==> src/design/arcm_pkg.sv <==
// Shared types and constants for the alignment region column mask.
`timescale 1ns / 1ps

package arcm_pkg;

    // Field widths fixed by the alignment beat format
    localparam int COL_W     = 10;
    localparam int COUNT_W   = 11;
    localparam int COORD_W   = 32;
    localparam int POS_W     = 34;
    localparam int ROW_BITS  = 32;
    localparam int ROW_SEL_W = COL_W - 5;

    // Maximum number of columns that a column index can address
    localparam int COL_SPAN = 1 << COL_W;

    // First-marked value that means no column is marked yet
    localparam logic [COUNT_W-1:0] NONE_MARK = '1;

    // Configuration register indexes
    localparam logic REG_TARGET_START = 1'b0;
    localparam logic REG_TARGET_STOP  = 1'b1;

    // Trim verdict codes
    localparam logic [1:0] VERDICT_DROP = 2'd0;
    localparam logic [1:0] VERDICT_KEEP = 2'd1;
    localparam logic [1:0] VERDICT_TRIM = 2'd2;

    typedef struct packed {
        logic               block_first;
        logic               block_last;
        logic               row_selected;
        logic               row_first;
        logic [COORD_W-1:0] row_coord;
        logic               reverse_strand;
        logic               is_gap;
        logic [COL_W-1:0]   column;
    } in_beat_t;

    typedef struct packed {
        logic [COUNT_W-1:0] marked_count;
        logic [COUNT_W-1:0] column_count;
        logic [COUNT_W-1:0] leading_unmarked;
        logic [COUNT_W-1:0] trailing_unmarked;
        logic [1:0]         verdict;
    } out_beat_t;

    // One row write into the mark store
    typedef struct packed {
        logic                 en;
        logic [ROW_SEL_W-1:0] row;
        logic [ROW_BITS-1:0]  data;
    } mark_wr_t;

endpackage

==> src/design/arcm_mark_store.sv <==
// Column mark store: rows of mark bits with per-row valid flags and a forwarded read.
`timescale 1ns / 1ps

module arcm_mark_store #(
    parameter int ROWS = 32
) (
    input  logic                            clk,
    input  logic                            rst_n,
    input  logic                            rd_en,
    input  logic [arcm_pkg::ROW_SEL_W-1:0]  rd_row,
    output logic [arcm_pkg::ROW_BITS-1:0]   rd_data,
    input  arcm_pkg::mark_wr_t              wr,
    input  logic                            clear
);
    import arcm_pkg::*;

    localparam int ROW_AW = (ROWS > 1) ? $clog2(ROWS) : 1;

    logic [ROW_BITS-1:0] mem [0:ROWS-1];
    logic [ROWS-1:0]     valid_reg;
    logic [ROWS-1:0]     valid_next;
    logic [ROW_BITS-1:0] rd_data_reg;
    logic [ROW_AW-1:0]   wr_idx;
    logic [ROW_AW-1:0]   rd_idx;

    assign wr_idx  = wr.row[ROW_AW-1:0];
    assign rd_idx  = rd_row[ROW_AW-1:0];
    assign rd_data = rd_data_reg;

    // A block start drops every row at once; a write makes its row live.
    always_comb
    begin
        for (int r = 0; r < ROWS; r++)
        begin
            valid_next[r] = (clear ? 1'b0 : valid_reg[r]) ||
                            (wr.en && (wr_idx == ROW_AW'(r)));
        end
    end

    always_ff @(posedge clk or negedge rst_n)
    begin
        if (!rst_n)
        begin
            valid_reg <= '0;
        end
        else
        begin
            valid_reg <= valid_next;
        end
    end

    // Row memory; a read of the row being written returns the new data.
    always_ff @(posedge clk)
    begin
        if (wr.en)
        begin
            mem[wr_idx] <= wr.data;
        end
        if (rd_en)
        begin
            if (wr.en && (wr_idx == rd_idx))
            begin
                rd_data_reg <= wr.data;
            end
            else if (valid_next[rd_idx])
            begin
                rd_data_reg <= mem[rd_idx];
            end
            else
            begin
                rd_data_reg <= '0;
            end
        end
    end

endmodule

==> src/design/alignment_region_column_mask.sv <==
// Top level of the alignment region column mask.
//
// Usage: one alignment character arrives per input beat (in_valid, in_stall,
// in_beat). For selected rows the block tracks the genomic position and marks
// every column whose position falls inside [target_start, target_stop]. The
// last beat of a block yields one summary beat on the output channel
// (out_valid, out_stall, out_beat); other beats yield nothing.
// Configuration is written through cfg_write, cfg_index and cfg_data while
// the block is idle.
// A summary beat passes from the working-stage register into the output register.
// Throughput: one input beat per cycle while in_stall is low, set by the read-
// modify-write of a mark row, whose read is forwarded from the write in flight.
// Reset clears the position, the counts and all row valid flags, so every
// mark reads as zero; no clearing pass is needed.
// When the receiver stalls, the waiting summary holds in the output register;
// input beats keep flowing until a second summary beat would need that
// register, and then in_stall rises.
`timescale 1ns / 1ps

module alignment_region_column_mask #(
    parameter int MAX_COLUMNS = 1024
) (
    input  logic                clk,
    input  logic                rst_n,
    input  logic                in_valid,
    output logic                in_stall,
    input  arcm_pkg::in_beat_t  in_beat,
    output logic                out_valid,
    input  logic                out_stall,
    output arcm_pkg::out_beat_t out_beat,
    input  logic                cfg_write,
    input  logic                cfg_index,
    input  logic [31:0]         cfg_data
);
    import arcm_pkg::*;

    localparam int MARK_DEPTH = (MAX_COLUMNS < COL_SPAN) ? MAX_COLUMNS : COL_SPAN;
    localparam int ROWS       = (MARK_DEPTH + ROW_BITS - 1) / ROW_BITS;
    localparam logic [16:0] COL_LIMIT = 17'(MAX_COLUMNS);

    logic               accept;
    logic               s1_adv;

    logic               s1_valid_reg;
    logic               s1_valid_next;
    in_beat_t           s1_beat_reg;
    logic [COORD_W-1:0] target_start_reg;
    logic [COORD_W-1:0] target_stop_reg;
    logic [POS_W-1:0]   pos_reg;
    logic [POS_W-1:0]   pos_next;
    logic [COUNT_W-1:0] mark_total_reg;
    logic [COUNT_W-1:0] mark_total_next;
    logic [COUNT_W-1:0] first_marked_reg;
    logic [COUNT_W-1:0] first_marked_next;
    logic [COUNT_W-1:0] last_marked_reg;
    logic [COUNT_W-1:0] last_marked_next;
    logic [COUNT_W-1:0] columns_seen_reg;
    logic [COUNT_W-1:0] columns_seen_next;
    logic               out_valid_reg;
    logic               out_valid_next;
    out_beat_t          out_beat_reg;
    out_beat_t          out_beat_next;

    logic [ROW_BITS-1:0] rd_bits;
    logic [ROW_BITS-1:0] cur_bits;
    mark_wr_t            mark_wr;

    logic               col_ok;
    logic               in_target;
    logic               hit;
    logic [COUNT_W-1:0] col_ext;
    logic [POS_W-1:0]   pos_base;
    logic [COUNT_W-1:0] mt_base;
    logic [COUNT_W-1:0] fm_base;
    logic [COUNT_W-1:0] lm_base;
    logic [COUNT_W-1:0] cs_base;

    // Handshake: the working stage moves on unless its summary has no room.
    assign s1_adv    = s1_valid_reg &&
                       !(s1_beat_reg.block_last && out_valid_reg && out_stall);
    assign in_stall  = s1_valid_reg && !s1_adv;
    assign accept    = in_valid && !in_stall;
    assign out_valid = out_valid_reg;
    assign out_beat  = out_beat_reg;

    // Mark row is fetched as the beat is taken.
    arcm_mark_store #(
        .ROWS (ROWS)
    ) u_mark_store (
        .clk     (clk),
        .rst_n   (rst_n),
        .rd_en   (accept),
        .rd_row  (in_beat.column[COL_W-1:5]),
        .rd_data (rd_bits),
        .wr      (mark_wr),
        .clear   (s1_adv && s1_beat_reg.block_first)
    );

    // Position tracking and target test for the beat in the working stage.
    always_comb
    begin
        col_ext  = {1'b0, s1_beat_reg.column};
        col_ok   = {7'd0, s1_beat_reg.column} < COL_LIMIT;
        pos_base = s1_beat_reg.row_first ? {2'b00, s1_beat_reg.row_coord} : pos_reg;
        in_target = !pos_base[POS_W-1] &&
                    (pos_base >= {2'b00, target_start_reg}) &&
                    (pos_base <= {2'b00, target_stop_reg});
        pos_next = pos_base;
        if (s1_beat_reg.row_selected && !s1_beat_reg.is_gap)
        begin
            if (s1_beat_reg.reverse_strand)
            begin
                pos_next = pos_base - POS_W'(1);
            end
            else
            begin
                pos_next = pos_base + POS_W'(1);
            end
        end
    end

    // Mark check, count update and summary for the beat in the working stage.
    always_comb
    begin
        cur_bits = s1_beat_reg.block_first ? '0 : rd_bits;
        hit = col_ok && s1_beat_reg.row_selected && !s1_beat_reg.is_gap &&
              in_target && !cur_bits[s1_beat_reg.column[4:0]];

        mark_wr.en   = s1_adv && hit;
        mark_wr.row  = s1_beat_reg.column[COL_W-1:5];
        mark_wr.data = cur_bits | (ROW_BITS'(1) << s1_beat_reg.column[4:0]);

        mt_base = s1_beat_reg.block_first ? '0 : mark_total_reg;
        fm_base = s1_beat_reg.block_first ? NONE_MARK : first_marked_reg;
        lm_base = s1_beat_reg.block_first ? '0 : last_marked_reg;
        cs_base = s1_beat_reg.block_first ? '0 : columns_seen_reg;

        columns_seen_next = cs_base;
        if (col_ok && ((col_ext + COUNT_W'(1)) > cs_base))
        begin
            columns_seen_next = col_ext + COUNT_W'(1);
        end

        mark_total_next   = mt_base;
        first_marked_next = fm_base;
        last_marked_next  = lm_base;
        if (hit)
        begin
            mark_total_next = mt_base + COUNT_W'(1);
            if ((fm_base == NONE_MARK) || (col_ext < fm_base))
            begin
                first_marked_next = col_ext;
            end
            if (col_ext > lm_base)
            begin
                last_marked_next = col_ext;
            end
        end

        out_beat_next.marked_count = mark_total_next;
        out_beat_next.column_count = columns_seen_next;
        if (mark_total_next == '0)
        begin
            out_beat_next.leading_unmarked  = columns_seen_next;
            out_beat_next.trailing_unmarked = columns_seen_next;
            out_beat_next.verdict           = VERDICT_DROP;
        end
        else
        begin
            out_beat_next.leading_unmarked  = first_marked_next;
            out_beat_next.trailing_unmarked = columns_seen_next - COUNT_W'(1) -
                                              last_marked_next;
            if ((out_beat_next.leading_unmarked == '0) &&
                (out_beat_next.trailing_unmarked == '0))
            begin
                out_beat_next.verdict = VERDICT_KEEP;
            end
            else
            begin
                out_beat_next.verdict = VERDICT_TRIM;
            end
        end
    end

    // Valid flags of the working stage and the output register.
    always_comb
    begin
        s1_valid_next = s1_valid_reg;
        if (accept)
        begin
            s1_valid_next = 1'b1;
        end
        else if (s1_adv)
        begin
            s1_valid_next = 1'b0;
        end

        out_valid_next = out_valid_reg;
        if (s1_adv && s1_beat_reg.block_last)
        begin
            out_valid_next = 1'b1;
        end
        else if (out_valid_reg && !out_stall)
        begin
            out_valid_next = 1'b0;
        end
    end

    // Control and block state.
    always_ff @(posedge clk or negedge rst_n)
    begin
        if (!rst_n)
        begin
            s1_valid_reg     <= 1'b0;
            out_valid_reg    <= 1'b0;
            target_start_reg <= '0;
            target_stop_reg  <= '0;
            pos_reg          <= '0;
            mark_total_reg   <= '0;
            first_marked_reg <= NONE_MARK;
            last_marked_reg  <= '0;
            columns_seen_reg <= '0;
        end
        else
        begin
            s1_valid_reg  <= s1_valid_next;
            out_valid_reg <= out_valid_next;
            if (cfg_write)
            begin
                if (cfg_index == REG_TARGET_START)
                begin
                    target_start_reg <= cfg_data;
                end
                else
                begin
                    target_stop_reg <= cfg_data;
                end
            end
            if (s1_adv)
            begin
                pos_reg          <= pos_next;
                mark_total_reg   <= mark_total_next;
                first_marked_reg <= first_marked_next;
                last_marked_reg  <= last_marked_next;
                columns_seen_reg <= columns_seen_next;
            end
        end
    end

    // Payload registers.
    always_ff @(posedge clk)
    begin
        if (accept)
        begin
            s1_beat_reg <= in_beat;
        end
        if (s1_adv && s1_beat_reg.block_last)
        begin
            out_beat_reg <= out_beat_next;
        end
    end

endmodule

==> config.mk <==
export PLATFORM = sky130hd
export DESIGN_NAME = alignment_region_column_mask
export DESIGN_NICKNAME = d
export VERILOG_FILES = /design/src/design/arcm_pkg.sv /design/src/design/arcm_mark_store.sv /design/src/design/alignment_region_column_mask.sv
export SDC_FILE = /design/constraint.sdc
export NUM_CORES = 2
export LEC_CHECK = 0
export CORE_MARGIN = 5
export CORE_UTILIZATION = 30
export DETAILED_ROUTE_END_ITERATION = 16
export DONT_BUFFER_PORTS = 1
export PLACE_DENSITY = 0.55
export SYNTH_ARGS = -nofsm -noshare
export SYNTH_HDL_FRONTEND = slang
export SYNTH_SLANG_ARGS = --single-unit
==> constraint.sdc <==
create_clock -name clk -period 12.6 [get_ports clk]
set_input_delay 1.26 -clock clk [delete_from_list [all_inputs] [get_ports clk]]
set_output_delay 1.26 -clock clk [all_outputs]
set_load 0.05 [all_outputs]
==> results.py <==
metrics = {
    "place": {
        "hpwlAfterDp_mm": 82.5,
        "dp.cells": 5714,
        "port_buffers": 0,
        "place_congestion": 0.821,
        "dp_slack_ns": 4.89,
    },
    "sta": {
        "setup_slack_ns": 4.79,
        "rsz0062_at_grt": "no",
        "period_minus_slack_ns": 7.81,
        "max_slew_margin_pct": 11.8,
        "fmax_ghz": 0.128,
        "clock_skew_ns": 0.0317,
        "period_share_pct": 62.0,
        "setup_viol": 0,
        "hold_viol": 0,
        "drv_slew": 0,
        "worstMarginPinSlew_ns": 1.32,
        "fin_tns_setup_ns": 0,
    },
    "drt": {
        "antenna_left": 0,
        "vias": 30800,
        "drt_iter0_drc": 3235,
        "via_per_inst": 5.14,
        "routed_wl_mm": 152,
        "drc": 0,
        "avgRoutedWirePerCell_um": 25.3,
        "dr.pass1.iters": 6,
    },
    "floorplanning": {
        "io_pins": 134,
        "initial_core_util_pct": 30.1,
        "dieWidth_um": 447,
        "dieArea_um2": 200000,
        "core_um2": 190000,
        "row_count": 160,
        "die_h_um": 447,
    },
    "logic_synthesis": {
        "netlist_instances": 3299,
        "synth_top_area_cell": "edfxtp_1",
        "avgSynthCellArea_um2": 17.3,
        "ys_ff_latch": 1326,
        "yosys_warnings": 0,
        "syn_area_um2": 57200,
        "synth_top_area_share_pct": 60.3,
        "synth_common_cells": "edfxtp_1 (1150), mux4_2 (324), nand2_1 (242)",
        "synth_edf_count": 1150,
        "async_flop_share_pct": 13.3,
        "synth_cell_types": 77,
        "yosysSeqAreaShare_pct": 68.1,
        "synth-main-ff-cell": "edfxtp_1",
        "syn_nets": 3530,
        "yosysMostFrequentCell": "edfxtp_1",
        "synthTopCellsByArea": "edfxtp_1 (60%), mux4_2 (13%), dfrtp_1 (7.2%), ha_1 (3.1%), mux2_2 (1.7%)",
    },
    "layout": {
        "fin_cells": 5983,
        "layout-drive-gt1-share_pct": 23.3,
        "final_nets": 3582,
        "largest_reg_flops": 1024,
        "syn2layout_area_growth_pct": 14.2,
        "fin_util_pct": 34.4,
        "fillerInstances": 17800,
    },
    "clock_network": {
        "postCtsSetupBuffers": 0,
        "hold_buffers": 0,
        "cts_resized": 0,
        "clock_latency_ns": 0.77,
        "cts-buffers-inserted": 146,
        "cts_tree": "built",
        "htreeDepth": 4,
        "clock_tree.root_cell": "clkbuf_16",
        "clock_sinks": 1326,
        "path_clk_slew_ns": 0.06,
        "cts_max_path_buffers": 3,
    },
    "critical_path": {
        "cp_max_fo": 38,
        "slowest_stage": "nor3_1",
        "cp-start-kind": "register",
        "critPathArrivalTime_ns": 8.31,
        "required_ns": 13.10,
        "rr_startpoint": "s1_beat_reg[44]",
        "startpoint": "s1_beat_reg[44]",
        "reg2reg_depth": 25,
        "slowest_delay_ns": 0.70,
        "cp-endpoint": "out_beat[1]",
        "r2r-end": "out_beat[1]",
        "critical_path_class": "reg2reg",
        "reg2reg_slack_ns": 4.79,
        "end_kind": "register",
    },
    "global_route": {
        "grt_pass1_wl_mm": 220,
        "grt_pass1_vias": 31000,
        "antenna_found_initial": 11,
        "grt_use_total_pct": 14.9,
        "grt_overflow": 0,
        "grt_max_degree": 276,
    },
    "power_and_ir_drop": {
        "pwr-share-seq_pct": 49.0,
        "power_mw": 10.3,
        "p_switching_mw": 2.52,
        "cellPowerDensity_nw_per_um2": 158,
        "pwr-share-comb_pct": 10.7,
        "p_clk_share_pct": 40.3,
        "switching_share_pct": 24.4,
        "power.internal_mw": 7.80,
        "irDropWorstVdd_v": 0.000151,
        "power_leakage_nw": 22.3,
    },
    "run": {
        "cap_violations": 0,
    },
    "status": {
        "status": "finished, final reports clean",
    },
    "worst_hold_path": {
        "hp-class": "in2async",
    },
}
-- cells by family after synthesis --
kind of cell / count (synthesis) / share of synthesized area, %
xor+xnor: 61 / 0.934
flops: 1326 / 68.1
mux: 472 / 15.5
buf+inv: 279 / 1.92
compound gates: 466 / 6.05
fa+ha+maj: 145 / 3.20
simple gates: 550 / 4.30
-- stage by stage --
| stage | hold slack [ns] | cell area, um^2 |
|---|---|---|
| 6_report | 0.191 | 65300 |
| 5_1_grt | 0.146 | 65300 |
| 4_1_cts | 0.136 | 65300 |
| 3_5_place_dp | 0.454 | 60600 |
| 3_3_place_gp | 0.443 | 60600 |
| 2_1_floorplan | 0.432 | 57200 |
-- cell type report --
cell class / count / area (um^2) / share of cell area, %
multi-input combinational: 1694 / 17600 / 27.0
timing repair buffer: 72 / 541 / 0.827
inverter: 111 / 422 / 0.645
clock buffer: 176 / 3800 / 5.81
clock inverter: 89 / 847 / 1.30
tap: 2511 / 3140 / 4.81
antenna: 4 / 10.0 / 0.0153
sequential: 1326 / 39000 / 59.6
-- cells in the final DEF (no fill, tap or decap), types with 22 or more instances in the layout --
| cell | n |
|---|---|
| a211oi_1 | 22 |
| a21o_1 | 48 |
| a21oi_1 | 72 |
| a31oi_1 | 33 |
| buf_4 | 72 |
| clkbuf_1 | 28 |
| clkbuf_16 | 147 |
| clkinv_1 | 39 |
| clkinv_2 | 22 |
| dfrtp_1 | 165 |
| edfxtp_1 | 1150 |
| ha_1 | 143 |
| inv_1 | 105 |
| mux2_2 | 85 |
| mux2i_1 | 58 |
| mux4_2 | 324 |
| nand2_1 | 241 |
| nand3_1 | 26 |
| nor2_1 | 133 |
| nor2_4 | 22 |
| o21a_1 | 26 |
| o21ai_0 | 92 |
| o2bb2ai_2 | 22 |
| o41ai_2 | 30 |
| xnor2_1 | 51 |
-- power by group through the flow --
stage	logic [mW]	registers, mW	clock network (mW)
after floorplan	0.846	5.12	0
after global placement	1.09	5.15	0
after detailed placement	1.10	5.15	0
after CTS	1.10	5.06	4.25
after global routing	1.21	5.07	4.43
final	1.10	5.06	4.16
-- critical path, delay by kind of cell, from the launching register on --
kind | cells | cell delay [ns]
simple gates | 8 | 2.79
compound gates | 8 | 1.40
mux | 2 | 1.00
fa+ha+maj | 3 | 0.94
buf+inv | 3 | 0.89
flops | 1 | 0.33
xor+xnor | 1 | 0.12
-- worst min-delay path by stage --
stage	end	cells after the start
floorplan	u_mark_store.valid_reg[4]	2
global placement	u_mark_store.valid_reg[31]	2
detailed placement	u_mark_store.valid_reg[4]	2
CTS	target_stop_reg[5]	0
global route	target_start_reg[15]	0
finish	target_start_reg[15]	0
-- routing by layer --
metal	GRT usage (%)	routed length, um	up-vias
li1	-	-	13300
met1	21.1	67600	16200
met2	23.8	71000	1005
met3	2.91	9660	238
met4	3.72	3380	6
met5	0	37	-
(Power assumes the default switching activity.)
